$ cat src/rtl/mbtb_pkg.sv
`timescale 1ns / 1ps
`default_nettype none
package mbtb_pkg;

    localparam int MAX_WIDTH = 4096;
    localparam int X_W       = $clog2(MAX_WIDTH);
    localparam int EW_W      = X_W + 1;
    localparam int ROW_W     = 16;
    localparam int PIX_W     = 24;
    localparam int LINE_W    = 8 + 8 + PIX_W;
    localparam int QDEPTH    = 4;
    localparam int QPTR_W    = $clog2(QDEPTH);
    localparam int CFG_AW    = 3;
    localparam int CFG_DW    = 16;
    localparam int IN_DW     = 32;
    localparam int OUT_DW    = 56;

    localparam logic [CFG_AW-1:0] REG_TINT_RED     = 3'd0;
    localparam logic [CFG_AW-1:0] REG_TINT_GREEN   = 3'd1;
    localparam logic [CFG_AW-1:0] REG_TINT_BLUE    = 3'd2;
    localparam logic [CFG_AW-1:0] REG_IMAGE_WIDTH  = 3'd3;
    localparam logic [CFG_AW-1:0] REG_IMAGE_HEIGHT = 3'd4;

    localparam logic [7:0]  TINT_RESET   = 8'd220;
    localparam logic [12:0] WIDTH_RESET  = 13'd640;
    localparam logic [15:0] HEIGHT_RESET = 16'd480;

    // floor(v / 765) == (v * RECIP_K) >> RECIP_SH for v < 2^18
    localparam logic [18:0] RECIP_K  = 19'd350897;
    localparam int          RECIP_SH = 28;
    localparam logic [9:0]  FULL_W   = 10'd765;

    typedef struct packed {
        logic [X_W-1:0]   x;
        logic [ROW_W-1:0] r;
        logic [7:0]       h;
        logic [PIX_W-1:0] pix;
        logic             last_row;
        logic             bypass;
        logic             last;
    } job_t;

    function automatic logic [17:0] mix_sum(input logic [7:0] d, input logic [7:0] t,
                                            input logic [7:0] w);
        logic [9:0] inv;
        inv = FULL_W - {2'b0, w};
        return ({10'b0, d} * {8'b0, inv}) + ({10'b0, t} * {10'b0, w});
    endfunction

endpackage
`default_nettype wire

$ cat src/rtl/mbtb_fifo.sv
`timescale 1ns / 1ps
`default_nettype none
module mbtb_fifo
    import mbtb_pkg::*;
(
    input  wire logic clk,
    input  wire logic rst_n,
    input  wire logic push,
    input  wire job_t wdata,
    output logic      full,
    input  wire logic pop,
    output logic      empty,
    output job_t      rdata
);
    job_t              mem_reg [QDEPTH];
    logic [QPTR_W-1:0] wp_reg, rp_reg;
    logic [QPTR_W:0]   cnt_reg;

    assign full  = (cnt_reg == (QPTR_W+1)'(QDEPTH));
    assign empty = (cnt_reg == '0);
    assign rdata = mem_reg[rp_reg];

    always_ff @(posedge clk)
    begin
        if (push)
        begin
            mem_reg[wp_reg] <= wdata;
        end
    end

    always_ff @(posedge clk or negedge rst_n)
    begin
        if (!rst_n)
        begin
            wp_reg  <= '0;
            rp_reg  <= '0;
            cnt_reg <= '0;
        end
        else
        begin
            if (push)
            begin
                wp_reg <= wp_reg + 1'b1;
            end
            if (pop)
            begin
                rp_reg <= rp_reg + 1'b1;
            end
            cnt_reg <= cnt_reg + (QPTR_W+1)'(push) - (QPTR_W+1)'(pop);
        end
    end
endmodule
`default_nettype wire

$ cat config.mk
export PLATFORM = sky130hd
export DESIGN_NAME = mbtb_fifo
export DESIGN_NICKNAME = d
export VERILOG_FILES = /design/src/rtl/mbtb_pkg.sv /design/src/rtl/mbtb_fifo.sv
export SDC_FILE = /design/constraint.sdc
export NUM_CORES = 1
export LEC_CHECK = 0
export ABC_AREA = 1
export BUFFER_PORTS_ARGS = -buffer_cell sky130_fd_sc_hd__buf_4
export CAP_MARGIN = 20
export CORE_ASPECT_RATIO = 0.8
export CORE_MARGIN = 2
export CORE_UTILIZATION = 45
export CTS_BUF_LIST = sky130_fd_sc_hd__clkbuf_4 sky130_fd_sc_hd__clkbuf_8
export CTS_CLUSTER_DIAMETER = 80
export CTS_CLUSTER_SIZE = 14
export DETAILED_ROUTE_END_ITERATION = 10
export GPL_ROUTABILITY_DRIVEN = 0
export HOLD_SLACK_MARGIN = 0.1
export PLACE_DENSITY = 0.7
export SLEW_MARGIN = 0
export SYNTH_ARGS = -nofsm -noshare
export SYNTH_HDL_FRONTEND = slang
export SYNTH_SLANG_ARGS = --single-unit
$ cat constraint.sdc
create_clock -name clk -period 3.4 [get_ports clk]
set_clock_uncertainty 0.2 [all_clocks]
set_input_delay 0.34 -clock clk [delete_from_list [all_inputs] [get_ports clk]]
set_output_delay 0.34 -clock clk [all_outputs]
set_load 0.005 [all_outputs]
==> results by group <==
Run status
  • Result of the run: completed

Floorplanning
  • Starting Density: 0.462
  • Core box area: 23,600 sq um
  • Die area: 25,500 sq um
  • Die width: about 180 um
  • DIE HEIGHT: 143 um
  • FP Rows: 50
  • I/O pins: 132

Synthesis
  • Most numerous cell in the Yosys netlist: nand2_1
  • Compound-Gate Fraction of Synth Area: 0.000458
  • Area share of fa/ha/maj cells after synthesis: 0.00870
  • Register area share after synthesis: 0.709
  • Post-Synth Simple-Gate Area: 0.171
  • Post-synth top cells: 326 x nand2_1, 264 x inv_1, 252 x edfxtp_1
  • Ys async rst share: 0.0270
  • Synth Instances: a little over 1,000
  • Area leader, netlist: edfxtp_1
  • Syn Area/Cell: 10.6 sq um
  • Synth warn: 0
  • Mapped Area: about 11,000 sq um
  • Synth top area share: 0.693
  • Xor-xnor portion of the synthesized cell area: 0.00240
  • Ys flop type: edfxtp_1
  • Post-synth EDFFs: 252
  • FF+latch count, synth: roughly 260
  • Multiplexer area fraction after synthesis: 0
  • Mapped Nets: 1,106
  • Ranking of synthesized cells by area: edfxtp_1 69%, nand2_1 11%, inv_1 9.1%
  • Largest family of logic cells by synthesized area: simple AND/OR/NAND/NOR gates
  • Synth cell types: 16

STA
  • Tmin final: around 3000 ps
  • Final Hold Viols: 0
  • Worst-margin pin slew: 837 ps
  • Endpoints failing setup: 0
  • Unrepaired setup endpoints after global routing: false
  • Slew Viols, Final: 0
  • Final Cycle Share: 0.876
  • Setup TNS: 0 ps
  • Slew HR: 0.442
  • Fmax: 336 MHz

Power
  • Leakage: around 6.2 nW
  • Pwr Total: 9.95 mW
  • Worst VDD drop: 0.386 mV
  • Cell area power density: 747 nW/um^2

Global route
  • Gr usage total: 0.179
  • Largest net degree at the start of global routing: 64
  • Grt ovf: 0
  • Vias in the first global route: 6,900
  • First-pass GRT wire length: 35,500 um
  • Initial antenna violation count: 0

Clocking
  • Total CTS buffers: 22
  • H-Tree Level Count: 1
  • Clock buffer depth: 3
  • Clock insertion delay at the later pin of the skew report: 530 ps
  • Resize count post-CTS: 0
  • TritonCTS clock tree: yes
  • CTS Hold Bufs: 67
  • # clock sinks: 259
  • Setup Fix Bufs, Post-CTS: 0
  • Worst-path clk slew: 90 ps
  • Clk root buf: clkbuf_8

Detailed routing
  • Routed Wire Length: between 20,000 and 25,000 um
  • Iter 0 DRT Violations: 502
  • Drt drc: 0
  • Wire per inst: 14.4 um
  • Via count: 7,175
  • Number of routed nets with antenna violations: 0
  • Pre-antenna DRT Iters: 4
  • Vias per cell: 4.64

Finish
  • Fill cell count: between 1,500 and 2,000
  • Finished Layout Cells: ~1,500
  • Number of nets in the layout: ~1,300
  • Ratio of cells with drive above 1 in the final layout: 0.150
  • Max reg flops: 252
  • Area growth, synth to finish: 22.0%
  • # diodes: 0

Worst setup path
  • Kind of critical path: register to output port
  • CP max FO: 47
  • Data arrival, critical path: 2440 ps
  • Critical Path Source Type: register
  • Worst Setup End Kind: output port
  • Worst path required time: 2860 ps

Placement
  • # placed instances: roughly 1,400
  • Post-detail-place hpwl: 12,800 um
  • Input/output buffers: 131

Min path
  • Hold WC Path Type: register to register

Run
  • Max-cap viol count: 0
==> stage by stage <==
step / hold WS [ps] / setup slack (ps) / cell area (sq um) / utilization
finish: 334 / 422 / 13300 / 0.564
global route: 325 / 226 / 13300 / 0.564
CTS: 311 / 391 / 13300 / 0.564
detailed placement: -42.0 / 985 / 12300 / 0.519
global placement: -40.9 / 1020 / 12300 / 0.519
floorplan: -156 / 880 / 10900 / -
==> kinds of logic after synthesis <==
kind of cell,Yosys count
compound gates,1
flops,259
fa+ha+maj,7
simple gates,455
xor+xnor,3
buf+inv,307
==> metal layers <==
layer  wire, um  up-vias  global-route usage
met3       1550       31              0.0362
met2      10500      194               0.303
met1       9880     3370               0.241
met4        401        0              0.0411
met5          0        -                   0
li1           -     3580                   -
==> critical path, cell delays in order, from the launching register on <==
cell and delay (ps):
dfrtp_4 670, inv_4 480, buf_12 280, nand2_1 80, nand3_1 70, nand2_1 110
buf_4 150
==> cell type report <==
cell class,instances,area (sq um),share of cell area
flip-flops and latches,259,7750,0.581
multi-input cells,466,1990,0.150
repair buffers,213,1820,0.136
inverters,266,1000,0.0751
well taps,312,390,0.0293
clock buffers,30,369,0.0277
clock inverters,1,8.76,0.000657
==> layout by cell type (no fill, tap or decap), types with 4 or more instances in the layout <==
master,instances
nand2_1,326
inv_1,260
edfxtp_1,252
buf_4,142
nand3_1,127
dlygate4sd3_1,67
clkbuf_8,23
clkbuf_4,7
ha_1,6
inv_2,5
dfrtp_1,5
buf_12,4
==> final timing paths <==
kind	startpoint	to	slack, ps	cells after the start
setup reg to reg	wp_reg[1]	mem_reg[1][33]	1360	5
hold / removal	wp_reg[0]	wp_reg[0]	330	1
min in group asynchronous	rst_n	cnt_reg[1]	570	3
hold reg to reg	wp_reg[0]	wp_reg[0]	330	1
setup / recovery	rp_reg[0]	rdata[18]	420	6
max in group asynchronous	rst_n	rp_reg[0]	2160	3
==> report_power, final <==
group          switching [mW]  internal [mW]
Clock                   0.961          0.698
Sequential              0.209           4.17
Combinational            2.34           1.57
Total                    3.51           6.44
(Power assumes the default switching activity.)
