File: config.mk
export PLATFORM = sky130hd
export DESIGN_NAME = mbtb_front
export DESIGN_NICKNAME = d
export VERILOG_FILES = /design/src/rtl/mbtb_pkg.sv /design/src/rtl/mbtb_front.sv
export SDC_FILE = /design/constraint.sdc
export NUM_CORES = 1
export LEC_CHECK = 0
export BUFFER_PORTS_ARGS = -buffer_cell sky130_fd_sc_hd__buf_2
export CAP_MARGIN = 40
export CORE_MARGIN = 2
export CORE_UTILIZATION = 45
export CTS_BUF_LIST = sky130_fd_sc_hd__clkbuf_8
export CTS_CLUSTER_DIAMETER = 40
export DETAILED_ROUTE_END_ITERATION = 8
export GPL_ROUTABILITY_DRIVEN = 1
export PLACE_DENSITY = 0.66
export REMOVE_ABC_BUFFERS = 1
export SYNTH_ARGS = -nofsm -noshare
export SYNTH_HDL_FRONTEND = slang
export SYNTH_SLANG_ARGS = --single-unit
File: constraint.sdc
create_clock -name clk -period 13.4 [get_ports clk]
set_input_delay 0 -clock clk [delete_from_list [all_inputs] [get_ports clk]]
set_output_delay 0 -clock clk [all_outputs]
set_load 0.02 [all_outputs]
File: src/rtl/mbtb_pkg.sv
`timescale 1ns / 1ps
`default_nettype none
package mbtb_pkg;

    localparam int MAX_WIDTH = 4096;
    localparam int X_W       = $clog2(MAX_WIDTH);
    localparam int EW_W      = X_W + 1;
    localparam int ROW_W     = 16;
    localparam int PIX_W     = 24;
    localparam int LINE_W    = 8 + 8 + PIX_W;
    localparam int QDEPTH    = 4;
    localparam int QPTR_W    = $clog2(QDEPTH);
    localparam int CFG_AW    = 3;
    localparam int CFG_DW    = 16;
    localparam int IN_DW     = 32;
    localparam int OUT_DW    = 56;

    localparam logic [CFG_AW-1:0] REG_TINT_RED     = 3'd0;
    localparam logic [CFG_AW-1:0] REG_TINT_GREEN   = 3'd1;
    localparam logic [CFG_AW-1:0] REG_TINT_BLUE    = 3'd2;
    localparam logic [CFG_AW-1:0] REG_IMAGE_WIDTH  = 3'd3;
    localparam logic [CFG_AW-1:0] REG_IMAGE_HEIGHT = 3'd4;

    localparam logic [7:0]  TINT_RESET   = 8'd220;
    localparam logic [12:0] WIDTH_RESET  = 13'd640;
    localparam logic [15:0] HEIGHT_RESET = 16'd480;

    // floor(v / 765) == (v * RECIP_K) >> RECIP_SH for v < 2^18
    localparam logic [18:0] RECIP_K  = 19'd350897;
    localparam int          RECIP_SH = 28;
    localparam logic [9:0]  FULL_W   = 10'd765;

    typedef struct packed {
        logic [X_W-1:0]   x;
        logic [ROW_W-1:0] r;
        logic [7:0]       h;
        logic [PIX_W-1:0] pix;
        logic             last_row;
        logic             bypass;
        logic             last;
    } job_t;

    function automatic logic [17:0] mix_sum(input logic [7:0] d, input logic [7:0] t,
                                            input logic [7:0] w);
        logic [9:0] inv;
        inv = FULL_W - {2'b0, w};
        return ({10'b0, d} * {8'b0, inv}) + ({10'b0, t} * {10'b0, w});
    endfunction

endpackage
`default_nettype wire

File: src/rtl/mbtb_front.sv
`timescale 1ns / 1ps
`default_nettype none
module mbtb_front
    import mbtb_pkg::*;
(
    input  wire logic              clk,
    input  wire logic              rst_n,
    input  wire logic              s_tvalid,
    output logic                   s_tready,
    input  wire logic [IN_DW-1:0]  s_tdata,
    input  wire logic [12:0]       image_width,
    input  wire logic [15:0]       image_height,
    input  wire logic              q_full,
    output logic                   q_push,
    output job_t                   q_wdata
);
    logic [X_W-1:0]   col_reg, col_next;
    logic [ROW_W-1:0] row_reg, row_next;
    logic [1:0]       mw_reg, mw_next;
    logic [PIX_W-1:0] hold_reg;
    logic             pend_reg, pend_next;
    job_t             pend_job_reg;

    logic [EW_W-1:0]  ew;
    logic [X_W-1:0]   ew_m1, c;
    logic [ROW_W-1:0] eh_m1, r;
    logic             last_col, last_row, bypass, accept, bit_in;
    logic             has_a, has_b;
    logic [PIX_W-1:0] pix;
    logic [9:0]       sum_a, sum_b;
    job_t             ja, jb;

    always_comb
    begin
        if (image_width == '0)
        begin
            ew = EW_W'(1);
        end
        else if (image_width > 13'(MAX_WIDTH))
        begin
            ew = EW_W'(MAX_WIDTH);
        end
        else
        begin
            ew = image_width[EW_W-1:0];
        end
        ew_m1 = X_W'(ew - EW_W'(1));
        eh_m1 = (image_height == '0) ? '0 : image_height - 16'd1;
        c = (col_reg > ew_m1) ? ew_m1 : col_reg;
        r = (row_reg > eh_m1) ? eh_m1 : row_reg;
        last_col = (c == ew_m1);
        last_row = (r == eh_m1);
        bypass   = (ew <= EW_W'(2)) || (eh_m1 <= 16'd1);
        bit_in   = s_tdata[0];
        pix      = s_tdata[PIX_W:1];

        sum_a = ((c >= X_W'(2) && mw_reg[1]) ? 10'd255 : 10'd0)
              + (mw_reg[0] ? 10'd510 : 10'd0) + (bit_in ? 10'd255 : 10'd0);
        sum_b = ((c != '0 && mw_reg[0]) ? 10'd255 : 10'd0) + (bit_in ? 10'd510 : 10'd0);

        has_a = !bypass && (c != '0);
        has_b = !bypass && last_col;

        ja.x = c - X_W'(1);
        ja.r = r;
        ja.h = sum_a[9:2];
        ja.pix = hold_reg;
        ja.last_row = last_row;
        ja.bypass = 1'b0;
        ja.last = !has_b;

        jb.x = c;
        jb.r = r;
        jb.h = bypass ? {8{bit_in}} : sum_b[9:2];
        jb.pix = pix;
        jb.last_row = last_row;
        jb.bypass = bypass;
        jb.last = 1'b1;
    end

    assign s_tready = !pend_reg && !q_full;
    assign accept   = s_tvalid && s_tready;

    always_comb
    begin
        q_push  = 1'b0;
        q_wdata = jb;
        pend_next = pend_reg;
        col_next = col_reg;
        row_next = row_reg;
        mw_next  = mw_reg;
        if (pend_reg)
        begin
            q_wdata = pend_job_reg;
            q_push  = !q_full;
            pend_next = q_full;
        end
        else if (accept)
        begin
            q_push  = bypass || has_a || has_b;
            q_wdata = has_a ? ja : jb;
            pend_next = has_a && has_b;
            mw_next = {mw_reg[0], bit_in};
            if (last_col)
            begin
                col_next = '0;
                mw_next  = '0;
                row_next = last_row ? '0 : r + 16'd1;
            end
            else
            begin
                col_next = c + X_W'(1);
                row_next = r;
            end
        end
    end

    always_ff @(posedge clk)
    begin
        if (accept)
        begin
            hold_reg     <= pix;
            pend_job_reg <= jb;
        end
    end

    always_ff @(posedge clk or negedge rst_n)
    begin
        if (!rst_n)
        begin
            col_reg  <= '0;
            row_reg  <= '0;
            mw_reg   <= '0;
            pend_reg <= 1'b0;
        end
        else
        begin
            col_reg  <= col_next;
            row_reg  <= row_next;
            mw_reg   <= mw_next;
            pend_reg <= pend_next;
        end
    end
endmodule
`default_nettype wire

==> summary.md <==
* in -> out — WS Path Type
* sky130_fd_sc_hd__buf_2, sky130_fd_sc_hd__nand2_1, sky130_fd_sc_hd__nor2_1 — leading cell types in the layout, fill and taps excluded
* 0.10 ns — clock-pin slew reported for the worst setup and hold paths after clock tree synthesis
* 0.01664 mm2 — placeable core area
* 3 — H-tree lvl count
* 1200 — final standard cell count with taps included and fillers excluded
* 0 — Fin. Hold Viols
* 0.569 — fraction of power consumed by combinational cells
* 0 — number of failing setup endpoints in the final timing report
* 858 — synthesized netlist cell count
* 0.5947 — final period utilization
* 0.125 — clock group share of total power
* sky130_fd_sc_hd__edfxtp_1, sky130_fd_sc_hd__dfrtp_1, sky130_fd_sc_hd__ha_1 — synth top area cells
* 74 — number of unique standard cell types used by synthesis
* output port — crit path capture type
* done — CTS tree
* 7003 — routed via count
* 3.684 nW — static power due to leakage
* 88 — clk sink count
* 0.01810 mm2 — overall die area
* 0 — Antenna Nets Post-Route
* 7.97 ns — Critical Path AT
* 60 — largest net degree at the start of global routing
* 134.5 um — overall die width
* 6794 — via count of the first global-routing pass
* 0 — buffer count from post-CTS setup fixing
* 0.2214 — share of post-route cells with drive strength above 1
* input pin — Setup crit start kind
* sky130_fd_sc_hd__edfxtp_1 — Post-synth top flop
* 8.935 um2 — mean area per synthesized cell
* 0.8244 ns — slew at the pin closest to its max-slew limit
* 1.521 mW — overall power consumption
* 5.836 — detail-routed via count per cell
* 15.52% — area added between synthesis and finish
* 12 — peak fanout along the critical path
* sky130_fd_sc_hd__clkbuf_8 — clock root buffer
* false — unrepaired setup endpoints after global routing
* 0.39 ns — later-pin clock latency in the skew report
* 0.7994 mW — cell-internal power
* 0 — post-CTS sizing
* 125.5 MHz — Max Freq
* 0.306 — sequential fraction of design power
* sky130_fd_sc_hd__edfxtp_1 — Yosys top cell by area
* 2 — maximum root-to-sink buffer count
* 98.72 uV — worst supply voltage drop on vdd
* 0.3245 — sequential fraction of the synthesis area
* 0 — Remaining Overflow, GRT
* finished, final reports clean — outcome
* 0.1925 ns — smallest hold slack
* 1157 — number of placed instances, taps included
* 0.7219 mW — sw power
* 5 — number of detailed-route iterations in the first pass
* 0 — diode insertion count for antenna repair
* 0 — initial antenna violation count
* 57 — max reg flops
* 0.007666 mm2 — netlist area before placement
* 17.72 um — wire per inst
* 0.9330 — Final Wtd Congestion
* 13.40 ns — required time at the worst-slack endpoint
* 5.432 ns — final critical-path setup slack
* 88 — #FFs+latches synth
* 0 — drt drc
* 9 — number of buffers created by CTS
* 34590 um — first-pass GRT wire length
* 0.4606 — Initial Utilization
* in -> async — type of the most critical hold path
* 0.2233 — fraction of post-synthesis cell area in the top cell type by area
* 130 — I/O pin count
* 171.8 mW/mm2 — PwrDens
* 0 — total of warnings raised by yosys
* 0.2391 — GRT Total Usage
* 0.01135 ns — Layout Skew
* 0.3523 — FFs w/ async S/R, synth
* 0 ns — total negative slack for setup checks
* 21260 um — total wirelength of the detailed-routed design
* 0 — count of max-cap constraint violations
* 0 — count of pins over their slew limit
* 7.968 ns — minimum clock period after layout
* 0.4462 — worst slew margin relative to its limit
* 15510 um — Detailed Place HPWL
* 122 — Port-buffer cells
* 47 — num rows
* sky130_fd_sc_hd__buf_2 — most common cell after layout, fill and taps aside
* 613 — initial drt markers
* 0.4745 — switching power share of the total
* 1080 — nets@finish
* 1557 — total of fill cells in the finished design
* 5.514 ns — Post-Place Setup Slack
* 57 — number of flops mapped to enable cells by yosys
* 134.5 um — die outline height
synth_stat cells (all sizes together), types with 21 or more instances:
cell type,instances
edfxtp,57
inv,50
xnor2,33
nor3,29
o21ai,53
a21oi,34
dfrtp,31
nand3,23
nand2,88
ha,35
nor2,60
mux2i,21
mux2,43
clkbuf,35
stage by stage:
| step | util | area [um2] |
|---|---|---|
| 3_3_place_gp | 0.5018 | 8351 |
| 2_1_floorplan | - | 7407 |
| 4_1_cts | 0.5321 | 8856 |
| 5_1_grt | 0.5321 | 8856 |
| 6_report | 0.5321 | 8856 |
| 3_5_place_dp | 0.5046 | 8398 |
path summary, 6_finish.rpt:
check | from | to | slack, ns | depth (start not counted)
worst min-delay path | rst_n | row_reg[10]$_DFFE_PN0P_ | 0.19 | 2
max in group asynchronous | rst_n | pend_reg$_DFF_PN0_ | 12.66 | 2
min in group clk | s_tvalid | col_reg[11]$_DFFE_PN0P_ | 0.21 | 5
worst min register to register | mw_reg[1]$_DFFE_PN0P_ | mw_reg[1]$_DFFE_PN0P_ | 0.51 | 2
worst max register to register | col_reg[1]$_DFFE_PN0P_ | pend_reg$_DFF_PN0_ | 9.27 | 16
worst max-delay path | image_width[5] | q_wdata[34] | 5.43 | 28
power by group through the flow:
stage,Sequential (mW),Combinational [mW],Clock (mW)
2_1_floorplan,0.436,0.624,0
3_3_place_gp,0.472,0.842,0
3_5_place_dp,0.468,0.862,0
4_1_cts,0.463,0.872,0.195
5_1_grt,0.474,0.963,0.204
6_report,0.466,0.866,0.190
per-layer routing:
| metal | GRT usage | vias to the layer above | wire length (um) |
|---|---|---|---|
| met1 | 0.3032 | 3316 | 9100 |
| met4 | 0.08655 | 0 | 603 |
| met5 | 0 | - | 0 |
| li1 | - | 3390 | - |
| met2 | 0.4096 | 245 | 10470 |
| met3 | 0.04279 | 52 | 1082 |
final cells by class:
cell class,count,area (um2),share of cell area
Timing Repair Buffer,158,980.9,0.1108
Clock inverter,7,63.81,0.007205
Tap cell,220,275.3,0.03108
Multi-Input combinational cell,668,4736,0.5348
Clock buffer,9,123.9,0.01399
Sequential cell,88,2489,0.2810
Inverter,50,187.7,0.02119
worst max-delay path, stage by stage:
cell	delay [ns]
sky130_fd_sc_hd__buf_2	0.13
sky130_fd_sc_hd__or4_1	0.69
sky130_fd_sc_hd__nor4_1	0.62
sky130_fd_sc_hd__o21a_1	0.33
sky130_fd_sc_hd__inv_1	0.13
sky130_fd_sc_hd__ha_1	0.36
sky130_fd_sc_hd__nor2b_1	0.19
sky130_fd_sc_hd__nand4_1	0.08
sky130_fd_sc_hd__or3b_2	0.57
sky130_fd_sc_hd__ha_1	0.34
sky130_fd_sc_hd__nand4_1	0.15
sky130_fd_sc_hd__nor2_1	0.19
sky130_fd_sc_hd__nor4b_1	0.54
sky130_fd_sc_hd__o21ai_2	0.16
sky130_fd_sc_hd__o21ai_0	0.54
sky130_fd_sc_hd__inv_1	0.15
sky130_fd_sc_hd__ha_1	0.23
sky130_fd_sc_hd__o21a_1	0.23
sky130_fd_sc_hd__fa_1	0.55
sky130_fd_sc_hd__inv_1	0.14
sky130_fd_sc_hd__fa_1	0.45
sky130_fd_sc_hd__fa_1	0.41
sky130_fd_sc_hd__nor2b_1	0.14
sky130_fd_sc_hd__o21a_1	0.11
sky130_fd_sc_hd__o21ai_0	0.08
sky130_fd_sc_hd__a21oi_1	0.15
sky130_fd_sc_hd__a221o_1	0.13
sky130_fd_sc_hd__buf_2	0.17
kinds of logic (layout without fill, tap and decap cells):
group                    count (synthesis)  after routing  synth area share
AND/OR/NAND/NOR                        327            327            0.2200
multiplexers                            64             64           0.09989
AO/OA/AOI/OAI                          185            185            0.1660
adder cells (fa/ha/maj)                 40             40           0.07018
flip-flops                              88             88            0.3245
XOR/XNOR                                52             52           0.06120
buffers and inverters                  102            224           0.05827
repair_timing:
item                       in CTS  in global routing
hold buffers                   27                  0
hold endpoints to repair       57                  0
setup endpoints to repair       0                  0
(Power assumes the default switching activity.)
